File: src/stepper_phase_sequencer_core_assert.svh
// ----------------------------------------------------------------------------
// Stepper phase sequencer assertion macros
// Shared concurrent assertion forms, clocked on clk and disabled in reset.
// ----------------------------------------------------------------------------
`ifndef STEPPER_PHASE_SEQUENCER_CORE_ASSERT_SVH
`define STEPPER_PHASE_SEQUENCER_CORE_ASSERT_SVH

// same-cycle implication
`define SPS_ASSERT_NOW(label, ante, cons) \
  label: assert property (@(posedge clk) disable iff (rst) (ante) |-> (cons)) \
    else $error("sps assertion failed");

// next-cycle implication
`define SPS_ASSERT_NEXT(label, ante, cons) \
  label: assert property (@(posedge clk) disable iff (rst) (ante) |=> (cons)) \
    else $error("sps assertion failed");

`endif

File: src/sps_pkg.sv
// ----------------------------------------------------------------------------
// Stepper phase sequencer package
// Widths, codes, transaction types and the half-step coil table.
// ----------------------------------------------------------------------------
`default_nettype none

package sps_pkg;

  localparam int COUNT_BITS    = 16;
  localparam int POSITION_BITS = 32;
  localparam int PHASE_BITS    = 3;
  localparam int PADDR_BITS    = 3;

  typedef enum logic {
    OP_TICK = 1'b0,
    OP_MOVE = 1'b1
  } opcode_t;

  typedef enum logic {
    TRAVEL_RIGHT = 1'b0,
    TRAVEL_LEFT  = 1'b1
  } dir_t;

  localparam logic [PADDR_BITS-3:0] REG_HOMED = '0;

  typedef struct packed {
    opcode_t     opcode;
    dir_t        direction;
    logic [1:0]  stride;
    logic [15:0] move_count;
    logic        user_request;
    logic        right_limit;
    logic        left_limit;
  } cmd_t;

  typedef struct packed {
    logic [3:0]         coil_pattern;
    logic               coil_update;
    logic signed [31:0] position;
    logic               busy_res;
    logic               limit_stop;
    logic               command_taken;
  } res_t;

  function automatic logic [3:0] coil_lookup(input logic [PHASE_BITS-1:0] ph);
    logic [3:0] pat;
    unique case (ph)
      3'd0:    pat = 4'h8;
      3'd1:    pat = 4'hA;
      3'd2:    pat = 4'h2;
      3'd3:    pat = 4'h6;
      3'd4:    pat = 4'h4;
      3'd5:    pat = 4'h5;
      3'd6:    pat = 4'h1;
      default: pat = 4'h9;
    endcase
    return pat;
  endfunction

endpackage

`default_nettype wire

File: src/sps_if.sv
// ----------------------------------------------------------------------------
// Stepper phase sequencer channels
// Valid/ready command and result channels with their payload fields.
// ----------------------------------------------------------------------------
`default_nettype none

interface sps_cmd_if;
  logic        valid;
  logic        ready;
  logic        opcode;
  logic        direction;
  logic [1:0]  stride;
  logic [15:0] move_count;
  logic        user_request;
  logic        right_limit;
  logic        left_limit;

  modport source (
    output valid, opcode, direction, stride, move_count, user_request,
           right_limit, left_limit,
    input  ready
  );
  modport sink (
    input  valid, opcode, direction, stride, move_count, user_request,
           right_limit, left_limit,
    output ready
  );
endinterface

interface sps_res_if;
  logic               valid;
  logic               ready;
  logic [3:0]         coil_pattern;
  logic               coil_update;
  logic signed [31:0] position;
  logic               busy_res;
  logic               limit_stop;
  logic               command_taken;

  modport source (
    output valid, coil_pattern, coil_update, position, busy_res, limit_stop,
           command_taken,
    input  ready
  );
  modport sink (
    input  valid, coil_pattern, coil_update, position, busy_res, limit_stop,
           command_taken,
    output ready
  );
endinterface

`default_nettype wire

File: src/stepper_phase_sequencer_core.sv
// A command transaction accepted into the input register passes through the step
// logic into the result register, which offers it as a result transaction.
// Throughput: one transaction per cycle; input register, step logic and result
// register advance together whenever the result register is empty or being taken.
// Reset (rst, synchronous): pipeline empties, phase and position clear, direction
// left, coils off, homed set to 1.
// ----------------------------------------------------------------------------
// Stepper phase sequencer core
// Half-step four-coil stepper sequencer with limit switches and APB config.
// ----------------------------------------------------------------------------
`default_nettype none

module stepper_phase_sequencer_core
  import sps_pkg::*;
(
  input  logic                  clk,
  input  logic                  rst,
  sps_cmd_if.sink               cmd,
  sps_res_if.source             res,
  input  logic                  psel,
  input  logic                  penable,
  input  logic                  pwrite,
  input  logic [PADDR_BITS-1:0] paddr,
  input  logic [31:0]           pwdata,
  output logic [31:0]           prdata,
  output logic                  pready
);

  logic homed;
  logic advance;
  logic q_valid;
  logic fire;
  cmd_t q;
  res_t result;

  assign fire = q_valid && advance;

  sps_apb_regs u_regs (
    .clk     (clk),
    .rst     (rst),
    .psel    (psel),
    .penable (penable),
    .pwrite  (pwrite),
    .paddr   (paddr),
    .pwdata  (pwdata),
    .prdata  (prdata),
    .pready  (pready),
    .homed   (homed)
  );

  sps_in_reg u_in (
    .clk     (clk),
    .rst     (rst),
    .cmd     (cmd),
    .advance (advance),
    .q_valid (q_valid),
    .q       (q)
  );

  sps_step_logic u_step (
    .clk    (clk),
    .rst    (rst),
    .fire   (fire),
    .q      (q),
    .homed  (homed),
    .result (result)
  );

  sps_out_reg u_out (
    .clk     (clk),
    .rst     (rst),
    .fire    (fire),
    .result  (result),
    .advance (advance),
    .res     (res)
  );

endmodule

`default_nettype wire

File: src/sps_apb_regs.sv
// ----------------------------------------------------------------------------
// Stepper phase sequencer configuration registers
// APB write and read of the homed register.
// ----------------------------------------------------------------------------
`default_nettype none

module sps_apb_regs
  import sps_pkg::*;
(
  input  logic                  clk,
  input  logic                  rst,
  input  logic                  psel,
  input  logic                  penable,
  input  logic                  pwrite,
  input  logic [PADDR_BITS-1:0] paddr,
  input  logic [31:0]           pwdata,
  output logic [31:0]           prdata,
  output logic                  pready,
  output logic                  homed
);

  logic [PADDR_BITS-3:0] word_sel;

  assign word_sel = paddr[PADDR_BITS-1:2];
  assign pready   = 1'b1;

  always_ff @(posedge clk) begin
    if (rst) begin
      homed <= 1'b1;
    end else if (psel && penable && pwrite && pready && word_sel == REG_HOMED) begin
      homed <= pwdata[0];
    end
  end

  always_comb begin
    prdata = '0;
    if (word_sel == REG_HOMED) begin
      prdata[0] = homed;
    end
  end

endmodule

`default_nettype wire

File: src/sps_in_reg.sv
// ----------------------------------------------------------------------------
// Stepper phase sequencer input register
// Capture one command transaction and hold it until the step stage takes it.
// ----------------------------------------------------------------------------
`default_nettype none

module sps_in_reg
  import sps_pkg::*;
(
  input  logic          clk,
  input  logic          rst,
  sps_cmd_if.sink       cmd,
  input  logic          advance,
  output logic          q_valid,
  output cmd_t          q
);

  assign cmd.ready = !q_valid || advance;

  always_ff @(posedge clk) begin
    if (rst) begin
      q_valid <= 1'b0;
    end else if (cmd.ready) begin
      q_valid <= cmd.valid;
    end
  end

  always_ff @(posedge clk) begin
    if (cmd.valid && cmd.ready) begin
      q.opcode       <= opcode_t'(cmd.opcode);
      q.direction    <= dir_t'(cmd.direction);
      q.stride       <= cmd.stride;
      q.move_count   <= cmd.move_count;
      q.user_request <= cmd.user_request;
      q.right_limit  <= cmd.right_limit;
      q.left_limit   <= cmd.left_limit;
    end
  end

endmodule

`default_nettype wire

File: src/sps_step_logic.sv
// ----------------------------------------------------------------------------
// Stepper phase sequencer step logic
// Motion state and its single-pass update for one tick or move command.
// ----------------------------------------------------------------------------
`default_nettype none

`include "stepper_phase_sequencer_core_assert.svh"

module sps_step_logic
  import sps_pkg::*;
(
  input  logic clk,
  input  logic rst,
  input  logic fire,
  input  cmd_t q,
  input  logic homed,
  output res_t result
);

  logic [PHASE_BITS-1:0]    phase, phase_next;
  dir_t                     move_left, move_left_next;
  logic [PHASE_BITS-1:0]    phase_delta, phase_delta_next;
  logic [COUNT_BITS-1:0]    steps_left, steps_left_next;
  logic [POSITION_BITS-1:0] step_position, step_position_next;
  logic [3:0]               coil_hold, coil_hold_next;
  logic                     upd, stop, taken;
  logic                     cmd_blocked, tick_blocked;
  logic [PHASE_BITS-1:0]    size_ext;

  assign size_ext     = PHASE_BITS'(q.stride);
  assign cmd_blocked  = (q.right_limit && q.direction == TRAVEL_RIGHT) ||
                        (q.left_limit && q.direction == TRAVEL_LEFT);
  assign tick_blocked = (q.right_limit && move_left == TRAVEL_RIGHT) ||
                        (q.left_limit && move_left == TRAVEL_LEFT);

  always_comb begin
    phase_next         = phase;
    move_left_next     = move_left;
    phase_delta_next   = phase_delta;
    steps_left_next    = steps_left;
    step_position_next = step_position;
    coil_hold_next     = coil_hold;
    upd                = 1'b0;
    stop               = 1'b0;
    taken              = 1'b0;
    unique case (q.opcode)
      OP_MOVE: begin
        if (!(q.user_request && !homed)) begin
          if (cmd_blocked) begin
            steps_left_next = '0;
            stop            = 1'b1;
          end else begin
            move_left_next   = q.direction;
            phase_delta_next = (q.direction == TRAVEL_LEFT) ? PHASE_BITS'(-size_ext)
                                                            : size_ext;
            steps_left_next  = COUNT_BITS'(q.move_count);
            taken            = 1'b1;
          end
        end
      end
      OP_TICK: begin
        if (steps_left != '0) begin
          if (tick_blocked) begin
            steps_left_next = '0;
            stop            = 1'b1;
          end else begin
            coil_hold_next  = coil_lookup(phase);
            upd             = 1'b1;
            phase_next      = phase + phase_delta;
            steps_left_next = steps_left - COUNT_BITS'(1);
            step_position_next = (move_left == TRAVEL_LEFT)
                                 ? step_position - POSITION_BITS'(1)
                                 : step_position + POSITION_BITS'(1);
          end
        end
      end
      default: begin
      end
    endcase
  end

  always_ff @(posedge clk) begin
    if (rst) begin
      phase         <= '0;
      move_left     <= TRAVEL_LEFT;
      phase_delta   <= '0;
      steps_left    <= '0;
      step_position <= '0;
      coil_hold     <= '0;
    end else if (fire) begin
      phase         <= phase_next;
      move_left     <= move_left_next;
      phase_delta   <= phase_delta_next;
      steps_left    <= steps_left_next;
      step_position <= step_position_next;
      coil_hold     <= coil_hold_next;
    end
  end

  always_comb begin
    result.coil_pattern  = coil_hold_next;
    result.coil_update   = upd;
    result.position      = 32'(signed'(step_position_next));
    result.busy_res      = (steps_left_next != '0);
    result.limit_stop    = stop;
    result.command_taken = taken;
  end

  `SPS_ASSERT_NEXT(a_step_decrements, fire && upd,
                   steps_left == $past(steps_left) - COUNT_BITS'(1))
  `SPS_ASSERT_NEXT(a_stop_clears, fire && stop, steps_left == '0)
  `SPS_ASSERT_NOW(a_flags_exclusive, fire, !(upd && taken) && !(upd && stop))
  `SPS_ASSERT_NEXT(a_hold_when_idle, !fire, $stable(phase) && $stable(step_position))

endmodule

`default_nettype wire

File: src/sps_out_reg.sv
// ----------------------------------------------------------------------------
// Stepper phase sequencer result register
// Hold one result transaction until the sink takes it.
// ----------------------------------------------------------------------------
`default_nettype none

module sps_out_reg
  import sps_pkg::*;
(
  input  logic      clk,
  input  logic      rst,
  input  logic      fire,
  input  res_t      result,
  output logic      advance,
  sps_res_if.source res
);

  res_t hold;
  logic valid;

  assign advance = !valid || res.ready;

  always_ff @(posedge clk) begin
    if (rst) begin
      valid <= 1'b0;
    end else if (advance) begin
      valid <= fire;
    end
  end

  always_ff @(posedge clk) begin
    if (fire) begin
      hold <= result;
    end
  end

  assign res.valid         = valid;
  assign res.coil_pattern  = hold.coil_pattern;
  assign res.coil_update   = hold.coil_update;
  assign res.position      = hold.position;
  assign res.busy_res      = hold.busy_res;
  assign res.limit_stop    = hold.limit_stop;
  assign res.command_taken = hold.command_taken;

endmodule

`default_nettype wire

File: src/flat_wrapper.sv
// flat-port wrapper written by rule: the top's interface ports become plain ports
module stepper_phase_sequencer_core_flat import sps_pkg::*;
  (clk, rst, psel, penable, pwrite, paddr, pwdata, prdata, pready, cmd_valid, cmd_opcode, cmd_direction, cmd_stride, cmd_move_count, cmd_user_request, cmd_right_limit, cmd_left_limit, cmd_ready, res_valid, res_coil_pattern, res_coil_update, res_position, res_busy_res, res_limit_stop, res_command_taken, res_ready);
  sps_cmd_if cmd_i ();
  sps_res_if res_i ();
  input  logic clk;
  input  logic rst;
  input  logic psel;
  input  logic penable;
  input  logic pwrite;
  input  logic [PADDR_BITS-1:0] paddr;
  input  logic [31:0] pwdata;
  output logic [31:0] prdata;
  output logic pready;
  input wire logic [$bits(cmd_i.valid)-1:0] cmd_valid;
  input wire logic [$bits(cmd_i.opcode)-1:0] cmd_opcode;
  input wire logic [$bits(cmd_i.direction)-1:0] cmd_direction;
  input wire logic [$bits(cmd_i.stride)-1:0] cmd_stride;
  input wire logic [$bits(cmd_i.move_count)-1:0] cmd_move_count;
  input wire logic [$bits(cmd_i.user_request)-1:0] cmd_user_request;
  input wire logic [$bits(cmd_i.right_limit)-1:0] cmd_right_limit;
  input wire logic [$bits(cmd_i.left_limit)-1:0] cmd_left_limit;
  output wire logic [$bits(cmd_i.ready)-1:0] cmd_ready;
  output wire logic [$bits(res_i.valid)-1:0] res_valid;
  output wire logic [$bits(res_i.coil_pattern)-1:0] res_coil_pattern;
  output wire logic [$bits(res_i.coil_update)-1:0] res_coil_update;
  output wire logic [$bits(res_i.position)-1:0] res_position;
  output wire logic [$bits(res_i.busy_res)-1:0] res_busy_res;
  output wire logic [$bits(res_i.limit_stop)-1:0] res_limit_stop;
  output wire logic [$bits(res_i.command_taken)-1:0] res_command_taken;
  input wire logic [$bits(res_i.ready)-1:0] res_ready;
  assign cmd_i.valid = cmd_valid;
  assign cmd_i.opcode = cmd_opcode;
  assign cmd_i.direction = cmd_direction;
  assign cmd_i.stride = cmd_stride;
  assign cmd_i.move_count = cmd_move_count;
  assign cmd_i.user_request = cmd_user_request;
  assign cmd_i.right_limit = cmd_right_limit;
  assign cmd_i.left_limit = cmd_left_limit;
  assign cmd_ready = cmd_i.ready;
  assign res_valid = res_i.valid;
  assign res_coil_pattern = res_i.coil_pattern;
  assign res_coil_update = res_i.coil_update;
  assign res_position = res_i.position;
  assign res_busy_res = res_i.busy_res;
  assign res_limit_stop = res_i.limit_stop;
  assign res_command_taken = res_i.command_taken;
  assign res_i.ready = res_ready;
  stepper_phase_sequencer_core u_core (.clk(clk), .rst(rst), .cmd(cmd_i), .res(res_i), .psel(psel), .penable(penable), .pwrite(pwrite), .paddr(paddr), .pwdata(pwdata), .prdata(prdata), .pready(pready));
endmodule
File: config.mk
export PLATFORM = sky130hd
export DESIGN_NAME = stepper_phase_sequencer_core_flat
export DESIGN_NICKNAME = d
export VERILOG_FILES = /design/src/sps_pkg.sv /design/src/sps_if.sv /design/src/stepper_phase_sequencer_core.sv /design/src/sps_apb_regs.sv /design/src/sps_in_reg.sv /design/src/sps_step_logic.sv /design/src/sps_out_reg.sv /design/src/flat_wrapper.sv
export VERILOG_INCLUDE_DIRS = /design/src /design/src/src
export SDC_FILE = /design/constraint.sdc
export NUM_CORES = 1
export LEC_CHECK = 0
export BUFFER_PORTS_ARGS = -buffer_cell sky130_fd_sc_hd__buf_4
export CAP_MARGIN = 5
export CORE_MARGIN = 2
export CORE_UTILIZATION = 50
export DETAILED_ROUTE_END_ITERATION = 8
export GPL_TIMING_DRIVEN = 0
export PLACE_DENSITY = 0.76
export RECOVER_POWER = 50
export SETUP_SLACK_MARGIN = 0.02
export SKIP_CTS_REPAIR_TIMING = 1
export SYNTH_ARGS = -nofsm -noshare
export SYNTH_HDL_FRONTEND = slang
export SYNTH_SLANG_ARGS = --single-unit
File: constraint.sdc
create_clock -name clk -period 3.2 [get_ports clk]
set_clock_uncertainty 0.15 [all_clocks]
set_input_delay 0.64 -clock clk [delete_from_list [all_inputs] [get_ports clk]]
set_output_delay 0.64 -clock clk [all_outputs]
set_load 0.03 [all_outputs]
# --- Word-level counts from Yosys, hierarchy flattened ---
# Cells that the tools add are included.
classes:
  n_addsub: 5
  n_eq_ne: 6
  muxes: 22
  bitwise: 8
  n_reduce_logical: 24
ops:
  columns: ["cell", "n"]
  rows:
  - ["$mux 32", 4]
  - ["$mux 16", 4]
  - ["$add 32x1->32 const B", 1]
  - ["$pmux 16 s2", 1]
  - ["$reduce_bool 16->1", 2]
  - ["$sub 32x1->32 const B", 1]
  - ["$pmux 4 s7", 1]
  - ["$sub 16x1->16 const B", 1]
  - ["$mux 4", 3]
  - ["$logic_and 1x1->1", 10]
  - ["$eq 3x3->1 const B", 3]
  - ["$not 1->1", 8]
  - ["$reduce_and 4->1", 2]
  - ["$mux 1", 7]
  - ["$eq 3x2->1 const B", 2]
  - ["$logic_or 1x1->1", 4]
  - ["$reduce_or 2->1", 2]
  - ["$add 3x3->3", 1]
  - ["$eq 3x1->1 const B", 1]
  - ["$logic_not 1->1", 3]
  - ["$logic_not 3->1", 1]
  - ["$mux 3", 1]
  - ["$neg 2->3", 1]
  - ["$pmux 1 s2", 1]
totals:
  regBits: 125
  inputBits: 65
  wordCells: 87

# --- Logic depth before layout (Yosys ltp) ---
# Gate-level depths: netlist of the first run.
depth:
  depth_word: 7
  ltp_mapped: 14
  depth_no_buf: 12

# --- Hierarchy ---
# From an unflattened synthesis of the first run, not the netlist that was laid out.
unflattened:
  hier_cells: 796
  hier_area_um2: 7274.5
modules_own_cells:
  columns: ["mod", "n_inst", "cells_per_inst", "area_per_inst_um2"]
  rows:
  - ["sps_step_logic", 1, 683, 4959.8]
  - ["sps_out_reg", 1, 44, 1247.4]
  - ["sps_in_reg", 1, 28, 745.7]
  - ["sps_apb_regs", 1, 40, 315.3]
  - ["stepper_phase_sequencer_core", 1, 1, 6.3]

# --- Worst setup path after synthesis of the first run ---
# OpenSTA, ideal clock, no wires.
synth_timing:
  path_kind: "register to register"
  startpoint: "reg u_core.u_step.move_left"
  endpoint: "reg u_core.u_step.step_position[31]"
  arrival_ns: 3.280
  t_required_ns: 2.979
  setup_slack_ns: -0.301
  stages_incl_launch_ff: 11
  period_less_slack_ns: 3.501
  cell_sequence: "dfxtp_1 > ha_1 > o21ai_0 > o21a_1 > o31ai_4 > nand4_2 > a311oi_2 > o31ai_1 > and3_4 > or4_1 > a21oi_1"
synth_via:
  elab_chain_len: 6
  elab_cells_between_ends: 8
synth_lines:
  columns: ["element", "line_no", "text"]
  rows:
  - ["start, declared", "sps_step_logic.sv:21", "dir_t move_left, move_left_next;"]
  - ["start signal, assigned", "sps_step_logic.sv:92", "move_left <= move_left_next;"]
  - ["$not 1->1", "sps_step_logic.sv:33", "assign tick_blocked = (q.right_limit && move_left == TRAVEL_RIGHT) ||"]
  - ["$logic_and 1x1->1", "sps_step_logic.sv:33", null]
  - ["$logic_or 1x1->1", "sps_step_logic.sv:33", null]
  - ["$mux 32 (*)", "sps_step_logic.sv:63", "if (tick_blocked) begin"]
  - ["$mux 32 (*)", "sps_step_logic.sv:62", "if (steps_left != '0) begin"]
  - ["$mux 32 (*)", "sps_step_logic.sv:46", "unique case (q.opcode)"]
  - ["end signal, assigned", "sps_step_logic.sv:95", "step_position <= step_position_next;"]
  - ["end, declared", "sps_step_logic.sv:24", "logic [POSITION_BITS-1:0] step_position, step_position_next;"]
# Mark *: on every way between the ends. The rest lies on a longest branch, timed or not.
# A chain may end at the register's enable or synchronous reset.

# --- Worst setup path after layout of the first run ---
# Ends and elaborated chain as after synthesis.

==> flow_metrics.py, run 1 <==
metrics = {
    "finish": {
        "nets": 999,
        "final_cell_mix": "nor2_1, nand2_1, clkbuf_1, o21ai_0, edfxtp_1",
        "fin_cells": 1091,
        "drive_gt1_share_pct": 17.6,
        "area_growth_syn_to_layout_pct": 22.6,
        "diodes": 0,
        "final_common_cell": "nor2_1",
    },
    "sta": {
        "slew_viol_final": 0,
        "maxSlewHeadroom_pct": 6.46,
        "fmax_mhz": 319,
        "setup_viol": 0,
        "period_minus_slack_ns": 3.14,
        "grt_setup_unrepaired": "yes",
        "hold_violations": 0,
        "post-route-period-util_pct": 98.0,
        "max_slew.worst_pin.slew_ns": 1.40,
    },
    "logic_synthesis": {
        "synth.distinct_cells": 71,
        "ys_seq_area_share_pct": 44.3,
        "syn_inst": 764,
        "syn_area_um2": 7070,
        "synthFlopType": "edfxtp_1",
        "ys_warn_count": 0,
        "ys_async_sr_fraction_pct": 0,
        "synth.avg_cell_area_um2": 9.25,
        "ys_ff_latch": 125,
        "synth_edf_count": 63,
    },
    "hold_path": {
        "hp-class": "in2reg",
    },
    "placed_design": {
        "dp.cells": 1048,
        "post-dp-hpwl_um": 11400,
        "gp_congestion": 0.948,
        "port_buffers": 73,
    },
    "global_routing": {
        "grt_pass1_wl_um": 25900,
        "grtUsageMet1_pct": 29.4,
        "grt_pass1_vias": 5291,
        "grt_busiest_layer": "met2",
        "antenna_found_initial": 0,
        "met3_usage_pct": 5.76,
        "overflow": 0,
        "grt_max_degree": 35,
        "gr-usage-met2_pct": 35.1,
        "grt_use_total_pct": 22.1,
    },
    "pwr": {
        "power_frac_seq_pct": 35.9,
        "p_comb_share_pct": 27.0,
        "leakage_nw": 3.50,
        "finalPower_mw": 5.21,
        "clockPowerShare_pct": 37.1,
        "p_sw_share_pct": 30.7,
        "ir_worst_vdd_mv": 0.466,
        "net-switching-power_mw": 1.60,
        "internal_power_mw": 3.62,
        "power_density_nw_per_um2": 602,
    },
    "drt": {
        "ant_nets": 0,
        "firstDrtPassIters": 5,
        "drt-initial-drc-count": 595,
        "wl_um": 17100,
        "drc": 0,
        "drt-vias-per-instance": 5.53,
        "dr_total_vias": 6031,
        "wire_per_inst_um": 15.7,
    },
    "worst_setup_path": {
        "worstPathMaxFanout": 6,
        "end_kind": "flop",
        "critPathKind": "reg2reg",
        "cp.arrival_ns": 3.33,
        "start_kind": "flop",
        "required_ns": 3.40,
    },
    "clocking": {
        "clock-sinks": 125,
        "clock_latency_ns": 0.42,
        "htreeDepth": 4,
        "clkTransAtPathRegs_ns": 0.06,
        "cts-root-buf": "clkbuf_16",
        "cts_made_buffers": 17,
        "cts_max_path_buffers": 2,
        "cts_tree": "done",
    },
    "floorplanning": {
        "die-area_um2": 15100,
        "die_x_um": 123,
        "core_area_um2": 13800,
        "initial_utilization_pct": 51.1,
        "die_h_um": 123,
        "io_pins": 140,
        "row_count": 43,
    },
    "run": {
        "maxCapViolations": 0,
    },
    "outcome": {
        "status": "finished clean",
    },
}
[kinds of logic (layout without fill, tap and decap cells)]
| logic type | after synthesis | in the layout | synth area share (%) |
|---|---|---|---|
| compound gates | 223 | 223 | 20.4 |
| other cells | 2 | 32 | 0.106 |
| xor+xnor | 33 | 33 | 4.09 |
| mux | 5 | 5 | 0.726 |
| simple gates | 254 | 254 | 16.9 |
| flops | 125 | 125 | 44.3 |
| buf+inv | 86 | 203 | 6.82 |
| fa+ha+maj | 36 | 36 | 6.59 |
[per-layer routing]
layer / wire (um) / part of all wire, % / vias up
met3: 1020 / 6.0 / 26
met1: 7700 / 45 / 2838
met5: 0 / 0 / -
met2: 8190 / 48 / 185
li1: - / - / 2982
met4: 214 / 1.2 / 0
[Yosys cell counts (15+ instances only)]
cell	instances	area, um2
nor2_1	95	357
ha_1	34	425
inv_1	16	60.1
nor2b_1	15	93.8
a21o_1	17	128
clkbuf_1	28	105
a211oi_1	26	195
xnor2_1	18	158
buf_4	32	240
dfxtp_1	62	1240
xor2_1	15	131
a21oi_1	53	265
nand2_1	73	274
o21ai_0	69	345
edfxtp_1	63	1890
[power by group through the flow]
stage | combinational (mW) | clock [mW] | sequential, mW
floorplan | 0.926 | 0 | 1.97
global placement | 1.28 | 0 | 1.90
detailed placement | 1.29 | 0 | 1.90
CTS | 1.30 | 1.95 | 1.87
global route | 1.54 | 2.03 | 1.88
finish | 1.41 | 1.94 | 1.87
[worst max-delay path: stages (launching register included)]
cell,delay [ns]
dfxtp_4,0.39
buf_6,0.16
ha_4,0.28
o21a_1,0.14
o21ai_2,0.09
o31ai_4,0.36
nand4_2,0.17
a311oi_2,0.34
o31ai_2,0.11
and3_4,0.20
or4_1,0.51
a21oi_2,0.16
[layout make-up]
type,instances,area [um2]
Tap cell,180,225
Clock buffer,20,447
Sequential cell,125,3140
Fill cell,1179,5160
Multi-Input combinational cell,583,3730
Inverter,17,63.8
Clock inverter,12,146
Buffer,66,393
Timing Repair Buffer,88,520
[per-stage QoR]
stage | setup TNS [ns] | setup WS [ns] | util, % | hold slack [ns] | area (um2)
2_1_floorplan | 0 | 0.0510 | - | 0.299 | 7180
5_1_grt | -0.123 | -0.0290 | 62.7 | 0.249 | 8670
3_3_place_gp | -26.80 | -0.520 | 57.5 | 0.316 | 7950
4_1_cts | -7.56 | -0.548 | 62.0 | 0.234 | 8570
6_report | 0 | 0.0634 | 62.7 | 0.263 | 8670
3_5_place_dp | -6.92 | -0.523 | 57.7 | 0.320 | 7980
[state kept, by name, summed over array words and instances (netlist names)]
| signal | flops |
|---|---|
| u_core.u_in.q | 23 |
| u_core.u_out.res.valid | 1 |
| u_core.u_step.coil_hold | 4 |
| u_core.u_step.phase | 3 |
| u_core.u_step.steps_left | 16 |
| u_core.u_out.res.position | 32 |
| u_core.u_out.res.coil_pattern | 4 |
| u_core.u_regs.homed | 1 |
| u_core.u_in.q_valid | 1 |
| u_core.u_out.res.limit_stop | 1 |
| u_core.u_step.move_left | 1 |
| u_core.u_out.res.busy_res | 1 |
| u_core.u_out.res.coil_update | 1 |
| u_core.u_step.phase_delta | 3 |
| u_core.u_step.step_position | 32 |
| u_core.u_out.res.command_taken | 1 |
[path summary, 6_finish.rpt]
| kind | startpoint | to | slack (ns) | cells after the start |
|---|---|---|---|---|
| worst max-delay path | u_core.u_step.move_left$_SDFFE_PP1P_ | u_core.u_step.step_position[31]$_SDFFE_PP0P_ | 0.06 | 11 |
| worst min register to register | u_core.u_step.phase_delta[2]$_SDFFE_PP0P_ | u_core.u_step.phase_delta[2]$_SDFFE_PP0P_ | 0.34 | 2 |
| worst min-delay path | cmd_right_limit | u_core.u_in.q[1]$_DFFE_PP_ | 0.26 | 1 |
| worst max register to register | u_core.u_step.move_left$_SDFFE_PP1P_ | u_core.u_step.step_position[31]$_SDFFE_PP0P_ | 0.06 | 11 |
Power figures use the tool's default switching activity.
==> inputs of run 2 (changes only) <==
Settings changed: CAP_MARGIN 5 to not set, CORE_MARGIN 2 to not set.
==> flow_metrics.py, run 2 (synthesized netlist as in run 1, its figures left out) <==
metrics = {
    "worst_setup_path": {
        "end_kind": "flop",
        "start_kind": "flop",
        "cpMaxStageDelayCell": "dfxtp_4",
        "worstPathMaxFanout": 6,
        "critPathKind": "reg2reg",
        "rr_worst_depth": 11,
        "worst_path_largest_cell_delay_ns": 0.42,
        "required_ns": 3.20,
        "cp_common_cell": "buf_4",
        "cp.arrival_ns": 3.16,
        "cp_cell_sequence": "buf_4 -> ha_4 -> a211oi_2 -> o21a_1 -> o31ai_4 -> buf_4 -> a21o_2 -> a221o_1 -> a31oi_1 -> xor2_1 -> o21ai_0",
    },
    "drt": {
        "wire_per_inst_um": 16.2,
        "ant_nets": 0,
        "wl_um": 17700,
        "drt-initial-drc-count": 467,
        "drc": 0,
        "dr_total_vias": 6184,
        "firstDrtPassIters": 6,
        "drt-vias-per-instance": 5.67,
    },
    "floorplanning": {
        "initial_utilization_pct": 51.1,
        "row_count": 43,
        "core_area_um2": 13800,
        "die_h_um": 121,
        "die-area_um2": 14600,
        "io_pins": 140,
        "die_x_um": 121,
    },
    "run": {
        "maxCapViolations": 0,
    },
    "global_routing": {
        "grt_use_total_pct": 23.7,
        "grt_pass1_vias": 5478,
        "grt_pass1_wl_um": 26800,
        "antenna_found_initial": 0,
        "overflow": 0,
        "grt_max_degree": 35,
    },
    "clocking": {
        "cts_tree": "done",
        "clkTransAtPathRegs_ns": 0.06,
        "cts-root-buf": "clkbuf_16",
        "clock_latency_ns": 0.43,
        "clock-sinks": 125,
        "cts_max_path_buffers": 2,
        "cts_made_buffers": 17,
        "htreeDepth": 4,
    },
    "finish": {
        "nets": 999,
        "final_cell_mix": "nor2_1, clkbuf_1, nand2_1, o21ai_0, edfxtp_1",
        "drive_gt1_share_pct": 18.4,
        "final_common_cell": "nor2_1",
        "fin_util_pct": 62.9,
        "area_growth_syn_to_layout_pct": 23.0,
        "diodes": 0,
    },
    "sta": {
        "slew_viol_final": 0,
        "setup_viol": 0,
        "grt_setup_unrepaired": "yes",
        "max_slew.worst_pin.slew_ns": 1.46,
        "maxSlewHeadroom_pct": 2.73,
        "post-route-period-util_pct": 98.9,
        "fmax_mhz": 316,
        "hold_violations": 0,
        "period_minus_slack_ns": 3.17,
    },
    "pwr": {
        "ir_worst_vdd_mv": 0.416,
        "power_density_nw_per_um2": 595,
        "finalPower_mw": 5.17,
        "leakage_nw": 3.52,
    },
    "hold_path": {
        "min_path_cells": 1,
        "hp-class": "in2reg",
    },
    "placed_design": {
        "gp_congestion": 0.908,
        "post-dp-hpwl_um": 11300,
        "port_buffers": 73,
    },
    "outcome": {
        "status": "finished clean",
    },
}
run 2: cell types whose count changed in the layout (fill, tap and decap cells not counted), moves of 2 or more:
cell and change:
clkinvlp_4 -3, a211oi_1 -2, clkbuf_8 +2, a211oi_2 +2, clkbuf_1 +3, ha_1 -2, clkinv_1 -3, buf_4 +3
bufinv_16 -2, buf_2 -2, clkinv_2 +2, buf_6 -2
run 2: where the power goes:
group	leakage [nW]	internal [mW]	switching, mW
Combinational	2.12	0.586	0.859
Clock	0.284	1.17	0.683
Sequential	1.11	1.81	0.0627
Total	3.52	3.57	1.60
run 2: worst paths after layout:
| check | slack (ns) | endpoint | start |
|---|---|---|---|
| max | 0.03 | u_core.u_out.res.position[25]$_DFFE_PP_ | u_core.u_step.move_left$_SDFFE_PP1P_ |
| min | 0.26 | u_core.u_in.q[2]$_DFFE_PP_ | cmd_user_request |
| max reg2reg | 0.03 | u_core.u_out.res.position[25]$_DFFE_PP_ | u_core.u_step.move_left$_SDFFE_PP1P_ |
| min reg2reg | 0.34 | u_core.u_step.coil_hold[0]$_SDFFE_PP0P_ | u_core.u_step.coil_hold[0]$_SDFFE_PP0P_ |
run 2: worst max-delay path: cells and delay by family (launching register included):
family	cells	cell delay [ns]
compound gates	7	1.51
xor+xnor	1	0.21
fa+ha+maj	1	0.22
buf+inv	2	0.36
flops	1	0.42
run 2: through the flow:
| stage | setup WS (ns) | setup TNS, ns | instance area (um2) | instances | hold WS [ns] |
|---|---|---|---|---|---|
| floorplan | 0.0510 | 0 | 7180 | 794 | 0.299 |
| global route | -0.0415 | -0.119 | 8690 | 1091 | 0.250 |
| detailed placement | -0.523 | -7.17 | 7980 | 1048 | 0.328 |
| global placement | -0.533 | -28.25 | 7950 | 1047 | 0.315 |
| CTS | -0.556 | -8.31 | 8550 | 1080 | 0.228 |
| finish | 0.0337 | 0 | 8690 | 1091 | 0.257 |
run 2: routing by layer:
layer	track usage [%]	vias up	share of wire, %
met3	5.03	40	6.5
met5	0	-	0
met1	30.6	2915	42
met4	8.02	0	2.2
li1	-	2976	-
met2	39.3	253	49
run 2: cell type report:
| type | count | area [um2] |
|---|---|---|
| Fill cell | 1152 | 5130 |
| Multi-Input combinational cell | 583 | 3770 |
| Sequential cell | 125 | 3140 |
| Timing Repair Buffer | 89 | 531 |
| Clock buffer | 26 | 510 |
| Buffer | 65 | 390 |
| Tap cell | 180 | 225 |
| Inverter | 17 | 63.8 |
| Clock inverter | 6 | 60.1 |
==> inputs of run 3 (changes only) <==
Settings changed: CORE_UTILIZATION 50 to 52, CTS_BUF_LIST set to sky130_fd_sc_hd__clkbuf_4 sky130_fd_sc_hd__clkbuf_8, PLACE_DENSITY 0.76 to 0.79.
==> flow_metrics.py, run 3 (synthesized netlist as in run 1, its figures left out) <==
metrics = {
    "global_routing": {
        "overflow": 0,
        "grt_max_degree": 35,
        "grt_pass1_vias": 5308,
        "grt_use_total_pct": 23.3,
        "grt_pass1_wl_um": 25900,
        "antenna_found_initial": 0,
    },
    "sta": {
        "maxSlewHeadroom_pct": 8.55,
        "fmax_mhz": 311,
        "finalWorstSetupSlack_ns": -0.0140,
        "setup_viol": 1,
        "hold_violations": 0,
        "period_minus_slack_ns": 3.21,
        "slew_viol_final": 0,
        "max_slew.worst_pin.slew_ns": 1.37,
        "post-route-period-util_pct": 100,
    },
    "placed_design": {
        "gp_congestion": 0.905,
        "port_buffers": 73,
        "post-dp-hpwl_um": 11400,
        "dp.cells": 1044,
    },
    "drt": {
        "drt-vias-per-instance": 5.60,
        "dr_total_vias": 6096,
        "drt-initial-drc-count": 563,
        "ant_nets": 0,
        "wl_um": 16800,
        "wire_per_inst_um": 15.5,
        "firstDrtPassIters": 5,
        "drc": 0,
    },
    "floorplanning": {
        "row_count": 42,
        "die_h_um": 119,
        "core_area_um2": 13200,
        "die-area_um2": 14100,
        "initial_utilization_pct": 53.4,
        "die_x_um": 119,
        "io_pins": 140,
    },
    "finish": {
        "nets": 1000,
        "fillers": 1108,
        "multi_input_area_um2": 3760,
        "regArea_um2": 3140,
        "fin_cells": 1088,
        "final_cell_mix": "nor2_1, nand2_1, clkbuf_1, o21ai_0, edfxtp_1",
        "drive_gt1_share_pct": 18.3,
        "diodes": 0,
        "final_common_cell": "nor2_1",
        "area_growth_syn_to_layout_pct": 19.9,
        "fin_util_pct": 64.0,
    },
    "worst_setup_path": {
        "required_ns": 3.45,
        "cp_common_cell": "a31oi_4",
        "end_kind": "flop",
        "cpMaxStageDelayCell": "or4_1",
        "cpLargestDelayFamily": "compound AO/OA/AOI/OAI gates",
        "crit_buf_inv": 1,
        "worstPathMaxFanout": 6,
        "cp_cell_sequence": "buf_12 -> ha_1 -> o21ai_0 -> a21oi_2 -> nand4_1 -> a31oi_4 -> a31oi_4 -> o41ai_4 -> a31oi_2 -> or4_1 -> nand3_1",
        "cp.arrival_ns": 3.46,
        "worst_path_largest_cell_delay_ns": 0.49,
        "start_kind": "flop",
        "critPathKind": "reg2reg",
    },
    "clocking": {
        "clkTransAtPathRegs_ns": 0.08,
        "clock-sinks": 125,
        "cts_tree": "done",
        "htreeDepth": 4,
        "cts_max_path_buffers": 2,
        "cts_made_buffers": 17,
        "clock_latency_ns": 0.46,
        "cts-root-buf": "clkbuf_8",
    },
    "hold_path": {
        "hp-class": "in2reg",
    },
    "outcome": {
        "status": "finished, violations left",
        "violations": "negative setup slack",
    },
    "pwr": {
        "leakage_nw": 3.41,
        "ir_worst_vdd_mv": 0.374,
        "power_density_nw_per_um2": 540,
    },
    "run": {
        "maxCapViolations": 0,
    },
}
run 3: changes by cell type in the layout (fill, tap and decap cells not counted), moves of 3 or more:
cell,change
clkbuf_1,-7
clkinv_2,+3
clkbuf_8,+14
clkbuf_16,-18
clkinvlp_4,+5
run 3: layout make-up:
type	instances	area share, %
Clock buffer	18	2.85
Sequential cell	125	37.1
Timing Repair Buffer	91	6.56
Inverter	17	0.753
Clock inverter	14	1.24
Tap cell	176	2.60
Buffer	64	4.55
Multi-Input combinational cell	583	44.4
run 3: routing by layer:
layer	GRT usage [%]	share of wire (%)	routed length, um
met1	31.2	44	7420
met2	36.7	48	8090
met3	5.16	6.3	1070
met4	9.10	1.4	236
met5	0	0	0
run 3: path summary, 6_finish.rpt:
| kind | from | endpoint | slack, ns | cells past startpoint |
|---|---|---|---|---|
| setup / recovery | u_core.u_step.move_left$_SDFFE_PP1P_ | u_core.u_step.step_position[30]$_SDFFE_PP0P_ | -0.01 | 11 |
| hold / removal | cmd_move_count[12] | u_core.u_in.q[15]$_DFFE_PP_ | 0.22 | 1 |
| setup reg to reg | u_core.u_step.move_left$_SDFFE_PP1P_ | u_core.u_step.step_position[30]$_SDFFE_PP0P_ | -0.01 | 11 |
| hold reg to reg | u_core.u_step.coil_hold[1]$_SDFFE_PP0P_ | u_core.u_step.coil_hold[1]$_SDFFE_PP0P_ | 0.34 | 2 |
run 3: power breakdown:
part	total (mW)	internal [mW]	switching, mW
Sequential	1.87	1.81	0.0620
Clock	1.24	0.604	0.636
Combinational	1.46	0.600	0.862
run 3: stage by stage:
| step | TNS (ns) | hold WS [ns] | power [mW] | setup slack (ns) | area [um2] |
|---|---|---|---|---|---|
| final | -0.0140 | 0.224 | 4.57 | -0.0140 | 8470 |
| after global routing | -0.172 | 0.205 | 4.79 | -0.0775 | 8470 |
| after CTS | -8.64 | 0.181 | 4.43 | -0.605 | 8320 |
| after detailed placement | -7.46 | 0.328 | 3.21 | -0.571 | 7970 |
| after global placement | -25.24 | 0.317 | 3.18 | -0.525 | 7950 |
| after floorplan | 0 | 0.299 | 2.89 | 0.0510 | 7180 |
